--- src/rtl/rvt_pkg.sv ---
// ----------------------------------------------------------------------------
// rvt_pkg: shared types, constants and functions for the vertex rotator
// Holds the angle arithmetic, the quadrant folding of the sine table and
// the elaboration-time generator of the first-quadrant sine values.
// ----------------------------------------------------------------------------
`default_nettype none

package rvt_pkg;

   localparam int unsigned COORD_WIDTH_DEF = 24;
   localparam int unsigned TRIG_FRAC_DEF   = 14;

   localparam int unsigned ANGLE_WIDTH  = 10;
   localparam int unsigned DEG_WIDTH    = 9;
   localparam int unsigned IDX_WIDTH    = 7;
   localparam int unsigned FULL_TURN    = 360;
   localparam int unsigned HALF_TURN    = 180;
   localparam int unsigned QUARTER_TURN = 90;
   localparam longint unsigned PI_Q30   = 64'd3373259426;

   // Index into the first-quadrant table plus the sign to apply.
   typedef struct packed {
      logic [IDX_WIDTH-1:0] idx;
      logic                 neg;
   } rvt_tab_sel_type;

   // Fold a signed angle register value into 0..359 degrees.
   function automatic logic [DEG_WIDTH-1:0] reduce_angle(
      input logic signed [ANGLE_WIDTH-1:0] ang);
      logic signed [ANGLE_WIDTH:0] wide;
      logic signed [ANGLE_WIDTH:0] turn;
      logic signed [ANGLE_WIDTH:0] res;
      wide = {ang[ANGLE_WIDTH-1], ang};
      turn = (ANGLE_WIDTH+1)'(FULL_TURN);
      if (wide >= turn) begin
         res = wide - turn;
      end else if (wide >= 0) begin
         res = wide;
      end else if (wide >= -turn) begin
         res = wide + turn;
      end else begin
         res = wide + turn + turn;
      end
      return res[DEG_WIDTH-1:0];
   endfunction

   // Cosine is the sine of the angle advanced by a quarter turn.
   function automatic logic [DEG_WIDTH-1:0] cos_angle(input logic [DEG_WIDTH-1:0] a);
      logic [DEG_WIDTH-1:0] res;
      if (a >= DEG_WIDTH'(FULL_TURN - QUARTER_TURN)) begin
         res = a - DEG_WIDTH'(FULL_TURN - QUARTER_TURN);
      end else begin
         res = a + DEG_WIDTH'(QUARTER_TURN);
      end
      return res;
   endfunction

   // Map an angle in 0..359 onto the first quadrant.
   function automatic rvt_tab_sel_type quad_sel(input logic [DEG_WIDTH-1:0] a);
      rvt_tab_sel_type sel;
      if (a <= DEG_WIDTH'(QUARTER_TURN)) begin
         sel.idx = a[IDX_WIDTH-1:0];
         sel.neg = 1'b0;
      end else if (a <= DEG_WIDTH'(HALF_TURN)) begin
         sel.idx = IDX_WIDTH'(DEG_WIDTH'(HALF_TURN) - a);
         sel.neg = 1'b0;
      end else if (a <= DEG_WIDTH'(HALF_TURN + QUARTER_TURN)) begin
         sel.idx = IDX_WIDTH'(a - DEG_WIDTH'(HALF_TURN));
         sel.neg = 1'b1;
      end else begin
         sel.idx = IDX_WIDTH'(DEG_WIDTH'(FULL_TURN) - a);
         sel.neg = 1'b1;
      end
      return sel;
   endfunction

   // Unsigned shift-and-subtract quotient, used only while building the
   // constant sine table.
   function automatic longint unsigned div_u64(input longint unsigned num,
                                               input longint unsigned den);
      longint unsigned quo;
      longint unsigned rem;
      quo = '0;
      rem = '0;
      for (int i = 63; i >= 0; i--) begin
         rem = {rem[62:0], num[i]};
         if (rem >= den) begin
            rem    = rem - den;
            quo[i] = 1'b1;
         end
      end
      return quo;
   endfunction

   // sin(k degrees) in Q.30 by an integer Taylor series, rounded half up
   // to frac_bits. Only ever called with constant arguments.
   function automatic longint unsigned quad_sin_val(input int unsigned k,
                                                    input int unsigned frac_bits);
      longint unsigned x;
      longint unsigned x2;
      longint unsigned term;
      longint unsigned sum;
      longint unsigned half;
      longint unsigned den;
      int unsigned     n;
      bit              sub;
      x    = div_u64(longint'(k) * PI_Q30 + 64'(QUARTER_TURN), 64'(HALF_TURN));
      x2   = (x * x) >> 30;
      term = x;
      sum  = x;
      n    = 1;
      sub  = 1'b1;
      while (term != 0 && n < 40) begin
         den  = 64'((n + 1) * (n + 2));
         term = div_u64((term * x2) >> 30, den);
         n    = n + 2;
         if (sub) begin
            sum = sum - term;
         end else begin
            sum = sum + term;
         end
         sub = !sub;
      end
      half = 64'd1 << (29 - frac_bits);
      return (sum + half) >> (30 - frac_bits);
   endfunction

endpackage

`default_nettype wire

--- src/rtl/rvt_if.sv ---
// ----------------------------------------------------------------------------
// rvt_if: channel interfaces of the vertex rotator
// Vertex request, rotated vertex response and angle register write channel.
// ----------------------------------------------------------------------------
`default_nettype none

interface rvt_req_if import rvt_pkg::*; #(
   parameter int unsigned COORD_WIDTH = COORD_WIDTH_DEF
);
   logic                          valid;
   logic                          ready;
   logic signed [COORD_WIDTH-1:0] x;
   logic signed [COORD_WIDTH-1:0] y;
   logic                          last_vertex;

   modport source (output valid, x, y, last_vertex, input ready);
   modport sink   (input valid, x, y, last_vertex, output ready);
endinterface

interface rvt_rsp_if import rvt_pkg::*; #(
   parameter int unsigned COORD_WIDTH = COORD_WIDTH_DEF
);
   logic                          valid;
   logic                          ready;
   logic signed [COORD_WIDTH-1:0] rx;
   logic signed [COORD_WIDTH-1:0] ry;
   logic                          last_out;

   modport source (output valid, rx, ry, last_out, input ready);
   modport sink   (input valid, rx, ry, last_out, output ready);
endinterface

interface rvt_csr_if import rvt_pkg::*; ();
   logic                          valid;
   logic                          ready;
   logic signed [ANGLE_WIDTH-1:0] angle_deg;

   modport source (output valid, angle_deg, input ready);
   modport sink   (input valid, angle_deg, output ready);
endinterface

`default_nettype wire

--- src/rtl/rvt_angle.sv ---
// ----------------------------------------------------------------------------
// rvt_angle: angle register and sine/cosine lookup
// Stores the reduced angle and registers its sine and cosine from the table.
// ----------------------------------------------------------------------------
`default_nettype none

module rvt_angle import rvt_pkg::*; #(
   parameter int unsigned TRIG_FRAC_BITS = TRIG_FRAC_DEF
) (
   input  wire logic                            clock,
   input  wire logic                            reset,
   input  wire logic                            csr_valid,
   output logic                                 csr_ready,
   input  wire logic signed [ANGLE_WIDTH-1:0]   csr_angle_deg,
   output logic signed [TRIG_FRAC_BITS+1:0]     sin_val,
   output logic signed [TRIG_FRAC_BITS+1:0]     cos_val
);

   localparam int unsigned SIN_W = TRIG_FRAC_BITS + 2;

   logic [TRIG_FRAC_BITS:0]   quad_tab [0:QUARTER_TURN];
   logic [DEG_WIDTH-1:0]      ang_ff;
   logic [DEG_WIDTH-1:0]      ang_in;
   rvt_tab_sel_type           sel_sin;
   rvt_tab_sel_type           sel_cos;
   logic signed [SIN_W-1:0]   sin_in;
   logic signed [SIN_W-1:0]   cos_in;
   logic signed [SIN_W-1:0]   sin_ff;
   logic signed [SIN_W-1:0]   cos_ff;
   logic signed [SIN_W-1:0]   sin_mag;
   logic signed [SIN_W-1:0]   cos_mag;

   // First-quadrant sine values, fixed at elaboration.
   for (genvar k = 0; k <= QUARTER_TURN; k++) begin : g_tab
      assign quad_tab[k] = (TRIG_FRAC_BITS+1)'(quad_sin_val(k, TRIG_FRAC_BITS));
   end

   assign csr_ready = 1'b1;

   always_comb begin
      ang_in = ang_ff;
      if (csr_valid) begin
         ang_in = reduce_angle(csr_angle_deg);
      end
   end

   always_comb begin
      sel_sin = quad_sel(ang_ff);
      sel_cos = quad_sel(cos_angle(ang_ff));
      sin_mag = $signed({1'b0, quad_tab[sel_sin.idx]});
      cos_mag = $signed({1'b0, quad_tab[sel_cos.idx]});
      sin_in  = sel_sin.neg ? -sin_mag : sin_mag;
      cos_in  = sel_cos.neg ? -cos_mag : cos_mag;
   end

   always_ff @(posedge clock) begin
      if (reset) begin
         ang_ff <= '0;
      end else begin
         ang_ff <= ang_in;
      end
   end

   always_ff @(posedge clock) begin
      sin_ff <= sin_in;
      cos_ff <= cos_in;
   end

   assign sin_val = sin_ff;
   assign cos_val = cos_ff;

endmodule

`default_nettype wire

--- src/rtl/rvt_rotate.sv ---
// ----------------------------------------------------------------------------
// rvt_rotate: four-stage rotation pipeline
// Capture, multiply, add, then round and saturate into the output register.
// ----------------------------------------------------------------------------
`default_nettype none

module rvt_rotate import rvt_pkg::*; #(
   parameter int unsigned COORD_WIDTH    = COORD_WIDTH_DEF,
   parameter int unsigned TRIG_FRAC_BITS = TRIG_FRAC_DEF
) (
   input  wire logic                              clock,
   input  wire logic                              reset,
   input  wire logic                              req_valid,
   output logic                                   req_ready,
   input  wire logic signed [COORD_WIDTH-1:0]     req_x,
   input  wire logic signed [COORD_WIDTH-1:0]     req_y,
   input  wire logic                              req_last_vertex,
   input  wire logic signed [TRIG_FRAC_BITS+1:0]  sin_val,
   input  wire logic signed [TRIG_FRAC_BITS+1:0]  cos_val,
   output logic                                   rsp_valid,
   input  wire logic                              rsp_ready,
   output logic signed [COORD_WIDTH-1:0]          rsp_rx,
   output logic signed [COORD_WIDTH-1:0]          rsp_ry,
   output logic                                   rsp_last_out
);

   localparam int unsigned SIN_W = TRIG_FRAC_BITS + 2;
   localparam int unsigned PW    = COORD_WIDTH + SIN_W;
   localparam int unsigned SW    = PW + 1;
   localparam int unsigned QW    = SW - TRIG_FRAC_BITS;
   localparam logic signed [SW-1:0] RND   = SW'(64'd1 << (TRIG_FRAC_BITS - 1));
   localparam logic signed [QW-1:0] Q_MAX = QW'((64'd1 << (COORD_WIDTH - 1)) - 64'd1);
   localparam logic signed [QW-1:0] Q_MIN = -Q_MAX - QW'(1);

   logic v1_ff, v2_ff, v3_ff, v4_ff;
   logic rdy1, rdy2, rdy3, rdy4;

   logic signed [COORD_WIDTH-1:0] x1_ff, y1_ff;
   logic                          l1_ff, l2_ff, l3_ff, l4_ff;
   logic signed [PW-1:0]          xc_ff, ys_ff, xs_ff, yc_ff;
   logic signed [PW-1:0]          xc_in, ys_in, xs_in, yc_in;
   logic signed [SW-1:0]          px_ff, py_ff;
   logic signed [SW-1:0]          px_in, py_in;
   logic signed [SW-1:0]          bx, by;
   logic signed [QW-1:0]          qx, qy;
   logic signed [COORD_WIDTH-1:0] rx_in, ry_in, rx_ff, ry_ff;

   // A stage takes a new item when it is empty or its successor moves.
   assign rdy4      = !v4_ff || rsp_ready;
   assign rdy3      = !v3_ff || rdy4;
   assign rdy2      = !v2_ff || rdy3;
   assign rdy1      = !v1_ff || rdy2;
   assign req_ready = rdy1;

   always_ff @(posedge clock) begin
      if (reset) begin
         v1_ff <= 1'b0;
         v2_ff <= 1'b0;
         v3_ff <= 1'b0;
         v4_ff <= 1'b0;
      end else begin
         if (rdy1) v1_ff <= req_valid;
         if (rdy2) v2_ff <= v1_ff;
         if (rdy3) v3_ff <= v2_ff;
         if (rdy4) v4_ff <= v3_ff;
      end
   end

   always_comb begin
      xc_in = PW'(x1_ff) * PW'(cos_val);
      ys_in = PW'(y1_ff) * PW'(sin_val);
      xs_in = PW'(x1_ff) * PW'(sin_val);
      yc_in = PW'(y1_ff) * PW'(cos_val);
   end

   always_comb begin
      px_in = SW'(xc_ff) - SW'(ys_ff);
      py_in = SW'(xs_ff) + SW'(yc_ff);
   end

   // Round half up, floor shift, then clamp to the coordinate range.
   always_comb begin
      bx = px_ff + RND;
      by = py_ff + RND;
      qx = $signed(bx[SW-1:TRIG_FRAC_BITS]);
      qy = $signed(by[SW-1:TRIG_FRAC_BITS]);
      if (qx > Q_MAX) begin
         rx_in = Q_MAX[COORD_WIDTH-1:0];
      end else if (qx < Q_MIN) begin
         rx_in = Q_MIN[COORD_WIDTH-1:0];
      end else begin
         rx_in = qx[COORD_WIDTH-1:0];
      end
      if (qy > Q_MAX) begin
         ry_in = Q_MAX[COORD_WIDTH-1:0];
      end else if (qy < Q_MIN) begin
         ry_in = Q_MIN[COORD_WIDTH-1:0];
      end else begin
         ry_in = qy[COORD_WIDTH-1:0];
      end
   end

   always_ff @(posedge clock) begin
      if (req_valid && rdy1) begin
         x1_ff <= req_x;
         y1_ff <= req_y;
         l1_ff <= req_last_vertex;
      end
      if (v1_ff && rdy2) begin
         xc_ff <= xc_in;
         ys_ff <= ys_in;
         xs_ff <= xs_in;
         yc_ff <= yc_in;
         l2_ff <= l1_ff;
      end
      if (v2_ff && rdy3) begin
         px_ff <= px_in;
         py_ff <= py_in;
         l3_ff <= l2_ff;
      end
      if (v3_ff && rdy4) begin
         rx_ff <= rx_in;
         ry_ff <= ry_in;
         l4_ff <= l3_ff;
      end
   end

   assign rsp_valid    = v4_ff;
   assign rsp_rx       = rx_ff;
   assign rsp_ry       = ry_ff;
   assign rsp_last_out = l4_ff;

endmodule

`default_nettype wire

--- src/rtl/vertex_rotate_degree_table.sv ---
// An accepted vertex item passes the capture, product, sum and output registers to rsp.
// Throughput: one item per cycle while rsp is ready; a full stage holds while the next cannot move.
// The critical path is one coordinate-by-sine multiply in the second stage.
// Reset clears all pipeline valid bits and sets the angle to zero degrees.
// ----------------------------------------------------------------------------
// vertex_rotate_degree_table: 2D vertex rotation by a whole-degree angle
// Rotates a stream of Q16.8 vertices about the origin with table sine/cosine.
// ----------------------------------------------------------------------------
`default_nettype none

module vertex_rotate_degree_table import rvt_pkg::*; #(
   parameter int unsigned COORD_WIDTH    = COORD_WIDTH_DEF,
   parameter int unsigned TRIG_FRAC_BITS = TRIG_FRAC_DEF
) (
   input  wire logic  clock,
   input  wire logic  reset,
   rvt_req_if.sink    req_ch,
   rvt_rsp_if.source  rsp_ch,
   rvt_csr_if.sink    csr_ch
);

   // Sine and cosine of the current angle, in signed Q1.TRIG_FRAC_BITS.
   // They are registered behind the angle register, so a write reaches
   // them through both registers. An item accepted right after a write is
   // held in the capture register first, so it always sees the new angle.
   logic signed [TRIG_FRAC_BITS+1:0] sin_val;
   logic signed [TRIG_FRAC_BITS+1:0] cos_val;

   // The angle unit reduces any written angle into 0..359 degrees, folds it
   // onto the first-quadrant table and keeps the signed results in flops.
   rvt_angle #(
      .TRIG_FRAC_BITS (TRIG_FRAC_BITS)
   ) u_angle (
      .clock         (clock),
      .reset         (reset),
      .csr_valid     (csr_ch.valid),
      .csr_ready     (csr_ch.ready),
      .csr_angle_deg (csr_ch.angle_deg),
      .sin_val       (sin_val),
      .cos_val       (cos_val)
   );

   // The rotation pipeline: capture the vertex, form the four products,
   // combine them, then round to nearest and saturate in the output register.
   // The last-vertex flag rides along with each item unchanged.
   rvt_rotate #(
      .COORD_WIDTH    (COORD_WIDTH),
      .TRIG_FRAC_BITS (TRIG_FRAC_BITS)
   ) u_rotate (
      .clock           (clock),
      .reset           (reset),
      .req_valid       (req_ch.valid),
      .req_ready       (req_ch.ready),
      .req_x           (req_ch.x),
      .req_y           (req_ch.y),
      .req_last_vertex (req_ch.last_vertex),
      .sin_val         (sin_val),
      .cos_val         (cos_val),
      .rsp_valid       (rsp_ch.valid),
      .rsp_ready       (rsp_ch.ready),
      .rsp_rx          (rsp_ch.rx),
      .rsp_ry          (rsp_ch.ry),
      .rsp_last_out    (rsp_ch.last_out)
   );

endmodule

`default_nettype wire

--- src/flat_wrapper.sv ---
// flat-port wrapper written by rule: the top's interface ports become plain ports
module vertex_rotate_degree_table_flat import rvt_pkg::*;
#(
   parameter int unsigned COORD_WIDTH    = COORD_WIDTH_DEF,
   parameter int unsigned TRIG_FRAC_BITS = TRIG_FRAC_DEF
)
  (clock, reset, req_ch_valid, req_ch_x, req_ch_y, req_ch_last_vertex, req_ch_ready, rsp_ch_valid, rsp_ch_rx, rsp_ch_ry, rsp_ch_last_out, rsp_ch_ready, csr_ch_valid, csr_ch_angle_deg, csr_ch_ready);
  rvt_req_if #(.COORD_WIDTH(COORD_WIDTH)) req_ch_i ();
  rvt_rsp_if #(.COORD_WIDTH(COORD_WIDTH)) rsp_ch_i ();
  rvt_csr_if csr_ch_i ();
  input  wire logic clock;
  input  wire logic reset;
  input wire logic [$bits(req_ch_i.valid)-1:0] req_ch_valid;
  input wire logic [$bits(req_ch_i.x)-1:0] req_ch_x;
  input wire logic [$bits(req_ch_i.y)-1:0] req_ch_y;
  input wire logic [$bits(req_ch_i.last_vertex)-1:0] req_ch_last_vertex;
  output wire logic [$bits(req_ch_i.ready)-1:0] req_ch_ready;
  output wire logic [$bits(rsp_ch_i.valid)-1:0] rsp_ch_valid;
  output wire logic [$bits(rsp_ch_i.rx)-1:0] rsp_ch_rx;
  output wire logic [$bits(rsp_ch_i.ry)-1:0] rsp_ch_ry;
  output wire logic [$bits(rsp_ch_i.last_out)-1:0] rsp_ch_last_out;
  input wire logic [$bits(rsp_ch_i.ready)-1:0] rsp_ch_ready;
  input wire logic [$bits(csr_ch_i.valid)-1:0] csr_ch_valid;
  input wire logic [$bits(csr_ch_i.angle_deg)-1:0] csr_ch_angle_deg;
  output wire logic [$bits(csr_ch_i.ready)-1:0] csr_ch_ready;
  assign req_ch_i.valid = req_ch_valid;
  assign req_ch_i.x = req_ch_x;
  assign req_ch_i.y = req_ch_y;
  assign req_ch_i.last_vertex = req_ch_last_vertex;
  assign req_ch_ready = req_ch_i.ready;
  assign rsp_ch_valid = rsp_ch_i.valid;
  assign rsp_ch_rx = rsp_ch_i.rx;
  assign rsp_ch_ry = rsp_ch_i.ry;
  assign rsp_ch_last_out = rsp_ch_i.last_out;
  assign rsp_ch_i.ready = rsp_ch_ready;
  assign csr_ch_i.valid = csr_ch_valid;
  assign csr_ch_i.angle_deg = csr_ch_angle_deg;
  assign csr_ch_ready = csr_ch_i.ready;
  vertex_rotate_degree_table #(.COORD_WIDTH(COORD_WIDTH), .TRIG_FRAC_BITS(TRIG_FRAC_BITS)) u_core (.clock(clock), .reset(reset), .req_ch(req_ch_i), .rsp_ch(rsp_ch_i), .csr_ch(csr_ch_i));
endmodule
--- config.mk ---
export PLATFORM = sky130hd
export DESIGN_NAME = vertex_rotate_degree_table_flat
export DESIGN_NICKNAME = d
export VERILOG_FILES = /design/src/rtl/rvt_pkg.sv /design/src/rtl/rvt_if.sv /design/src/rtl/rvt_angle.sv /design/src/rtl/rvt_rotate.sv /design/src/rtl/vertex_rotate_degree_table.sv /design/src/flat_wrapper.sv
export SDC_FILE = /design/constraint.sdc
export NUM_CORES = 2
export LEC_CHECK = 0
export BUFFER_PORTS_ARGS = -buffer_cell sky130_fd_sc_hd__buf_2
export CORE_UTILIZATION = 55
export CTS_CLUSTER_SIZE = 25
export DETAILED_ROUTE_END_ITERATION = 10
export PLACE_DENSITY = 0.78
export SYNTH_ARGS = -nofsm -noshare
export SYNTH_HDL_FRONTEND = slang
export SYNTH_HIERARCHICAL = 1
export SYNTH_SLANG_ARGS = --single-unit
--- constraint.sdc ---
create_clock -name clock -period 10 [get_ports clock]
set_input_delay 2 -clock clock [delete_from_list [all_inputs] [get_ports clock]]
set_output_delay 2 -clock clock [all_outputs]
set_load 0.02 [all_outputs]
==> impl_metrics.tcl <==
set metrics [dict create \
    route.met3.wl_mm 18.4 \
    max_slew_margin_pct 14.0 \
    cts_tree "yes" \
    die_y_microns 374 \
    outcome "finished, final reports clean" \
    grt_start_max_net_pins 162 \
    synth_area_per_cell_sq_um 9.25 \
    pin_count 116 \
    dieArea_sq_um 140000 \
    synth-edff-count 316 \
    cts.sinks 361 \
    vias_per_cell 5.80 \
    post-cts-setup-buffers 0 \
    maxCapViolations 0 \
    synth-seq-area-share_pct 13.6 \
    synth_most_common_cell "inv_1" \
    ys_warn_count 6 \
    initial_core_util_pct 55.5 \
    drt-initial-drc-count 5236 \
    clock_latency_ns 0.67 \
    cts_made_buffers 49 \
    finalMaxSlewViolations 0 \
    gp_congestion 0.957 \
    cp_top_family "adder cells" \
    synth_cell_types 115 \
    yosysTopAreaCell "fa_1" \
    grt_pass1_wl_mm 327 \
    die_x_microns 374 \
    h-tree-depth 2 \
    first_pass_iters 6 \
    ctsResizeCount 0 \
    worstPathArrival_ns 8.46 \
    fin_crit_sh_pct 80.5 \
    met2_length_mm 94.4 \
    synth_seq_cells 361 \
    synth_area_sq_um 76300 \
    route.vias.total 57800 \
    drive_above_1_share_pct 5.37 \
    hp-class "register to register" \
    path_cells "inv_1 -> buf_4 -> nor2_1 -> fa_1 -> fa_1 -> fa_1 -> fa_1 -> fa_1 -> inv_1 -> fa_1 -> inv_1 -> ha_1 -> a21o_1 -> a2111o_1 -> o32ai_2 -> a31oi_1 -> a31oi_1 -> a21oi_1 -> a31oi_1 -> o21ai_0 -> a21oi_1 -> xnor2_1" \
    top_layer "met5" \
    syn_to_final_growth_pct 5.03 \
    r2r_slack_ns 1.95 \
    criticalPathCategory "register to register" \
    dp_hpwl_mm 157 \
    tightest_slew_ns 1.29 \
    hold_viol_final 0 \
    synth_top_area_share_pct 39.3 \
    setup_viol 0 \
    cp.required_ns 10.41 \
    wl_per_cell_microns 20.5 \
    antenna_found_initial 3 \
    crit_fanout 21 \
    path_buf_inv 4 \
    crit_top_cell "fa_1" \
    cp-end-kind "register" \
    hold_buffers 0 \
    clk_pin_slew_ns 0.06 \
    synth_area_leaders "fa_1, edfxtp_1, inv_1" \
    setup_tns_ns 0 \
    rsz0062_at_grt "no" \
    synth_top_flop_cell "edfxtp_1" \
    num-nets-final 10200 \
    drc 0 \
    startpoint_type "register" \
    portBuffers 114 \
    cts_buffer_depth 3 \
    synth_nets 10300 \
    antenna_left 0 \
    netlist_top_cells_count "inv_1, fa_1, nand2_1" \
    clockRootBuffer "clkbuf_16" \
    wl_met1_mm 76.8 \
    finClkSkew_ns 0.0318 \
    max_freq_ghz 0.124 \
    netlist_instances 8247 \
    min_period_ns 8.05 \
    crit_slowest_cell "dfxtp_1" \
    drt_wl_total_mm 204 \
    gr-usage-all-layers_pct 29.7 \
    core_sq_um 137000 \
    grt_pass1_vias 60800 \
    max_stage_delay_ns 0.77 \
    rows 136 \
    overflow 0 \
    async_flop_share_pct 0 \
]
## state kept, by name, summed over array words and instances, names as in the netlist, 9 cells and up
name and cells:
u_core/u_angle/ang_ff 9, u_core/u_angle/cos_val 16, u_core/u_angle/sin_val 16, u_core/u_rotate/px_ff 28, u_core/u_rotate/py_ff 28, u_core/u_rotate/rsp_rx 24
u_core/u_rotate/rsp_ry 24, u_core/u_rotate/x1_ff 24, u_core/u_rotate/xc_ff 40, u_core/u_rotate/xs_ff 40, u_core/u_rotate/y1_ff 24, u_core/u_rotate/yc_ff 40
u_core/u_rotate/ys_ff 40
## cells in the final DEF, fill, tap and decap left out, drive strengths merged, types with 41 or more instances in the layout
master and count:
dfxtp 45, ha 512, fa 1497, nand3 85, nand2b 54, xnor2 214, and2 628, edfxtp 316
o21a 41, nand2 1001, a21oi 240, clkbuf 53, a211oi 57, xor2 91, nor2 283, o21ai 243
nor3 77, buf 235, a21o 104, a31oi 52, inv 1820
## cell type report
type | instances | area (sq um)
clock buffer | 53 | 1240
fill | 11500 | 57300
multi-input combinational | 5662 | 57500
sequential | 361 | 10400
clock inverter | 38 | 405
tap | 1794 | 2240
inverter | 1810 | 6790
antenna | 4 | 10.0
timing repair buffer | 235 | 1490
## per-stage QoR
stage               utilization [%]  area (sq um)  hold slack, ns  cells  setup WS (ns)
floorplan                         -         76300           0.400   8247           3.06
global route                   58.3         80100           0.455   9953           1.70
detailed placement             57.1         78500           0.410   9861           2.15
global placement               57.1         78500           0.406   9861           2.29
CTS                            58.3         80100           0.431   9952           2.12
finish                         58.3         80100           0.423   9957           1.95
## per-layer routing
metal | GRT usage [%] | vias up
met5 | 0 | -
met4 | 17.7 | 4
met3 | 4.76 | 604
met2 | 47.3 | 2876
met1 | 38.3 | 29100
li1 | - | 25200
## worst paths after layout
path              cells after the start                                   from                                endpoint
setup / recovery                     22  u_core/u_angle/cos_val[15]$_SDFF_PN0_     u_core/u_rotate/xc_ff[38]$_DFFE_PP_
hold / removal                        0        u_core/u_rotate/l3_ff$_DFFE_PP_  u_core/u_rotate/rsp_last_out$_DFFE_PP_
setup reg to reg                     22  u_core/u_angle/cos_val[15]$_SDFF_PN0_     u_core/u_rotate/xc_ff[38]$_DFFE_PP_
hold reg to reg                       0        u_core/u_rotate/l3_ff$_DFFE_PP_  u_core/u_rotate/rsp_last_out$_DFFE_PP_
## cell families after synthesis
family          after synthesis  share of synthesized area (%)
compound gates             1014                           8.98
flops                       361                           13.6
fa+ha+maj                  2009                           47.7
buf+inv                    2224                           11.1
other cells                   1                        0.00491
mux                          25                          0.434
simple gates               2308                           14.7
xor+xnor                    305                           3.50
Power is left out: the tool's default activity adds up to more than one toggle a clock period on the data nets, which glitch-free logic cannot reach.
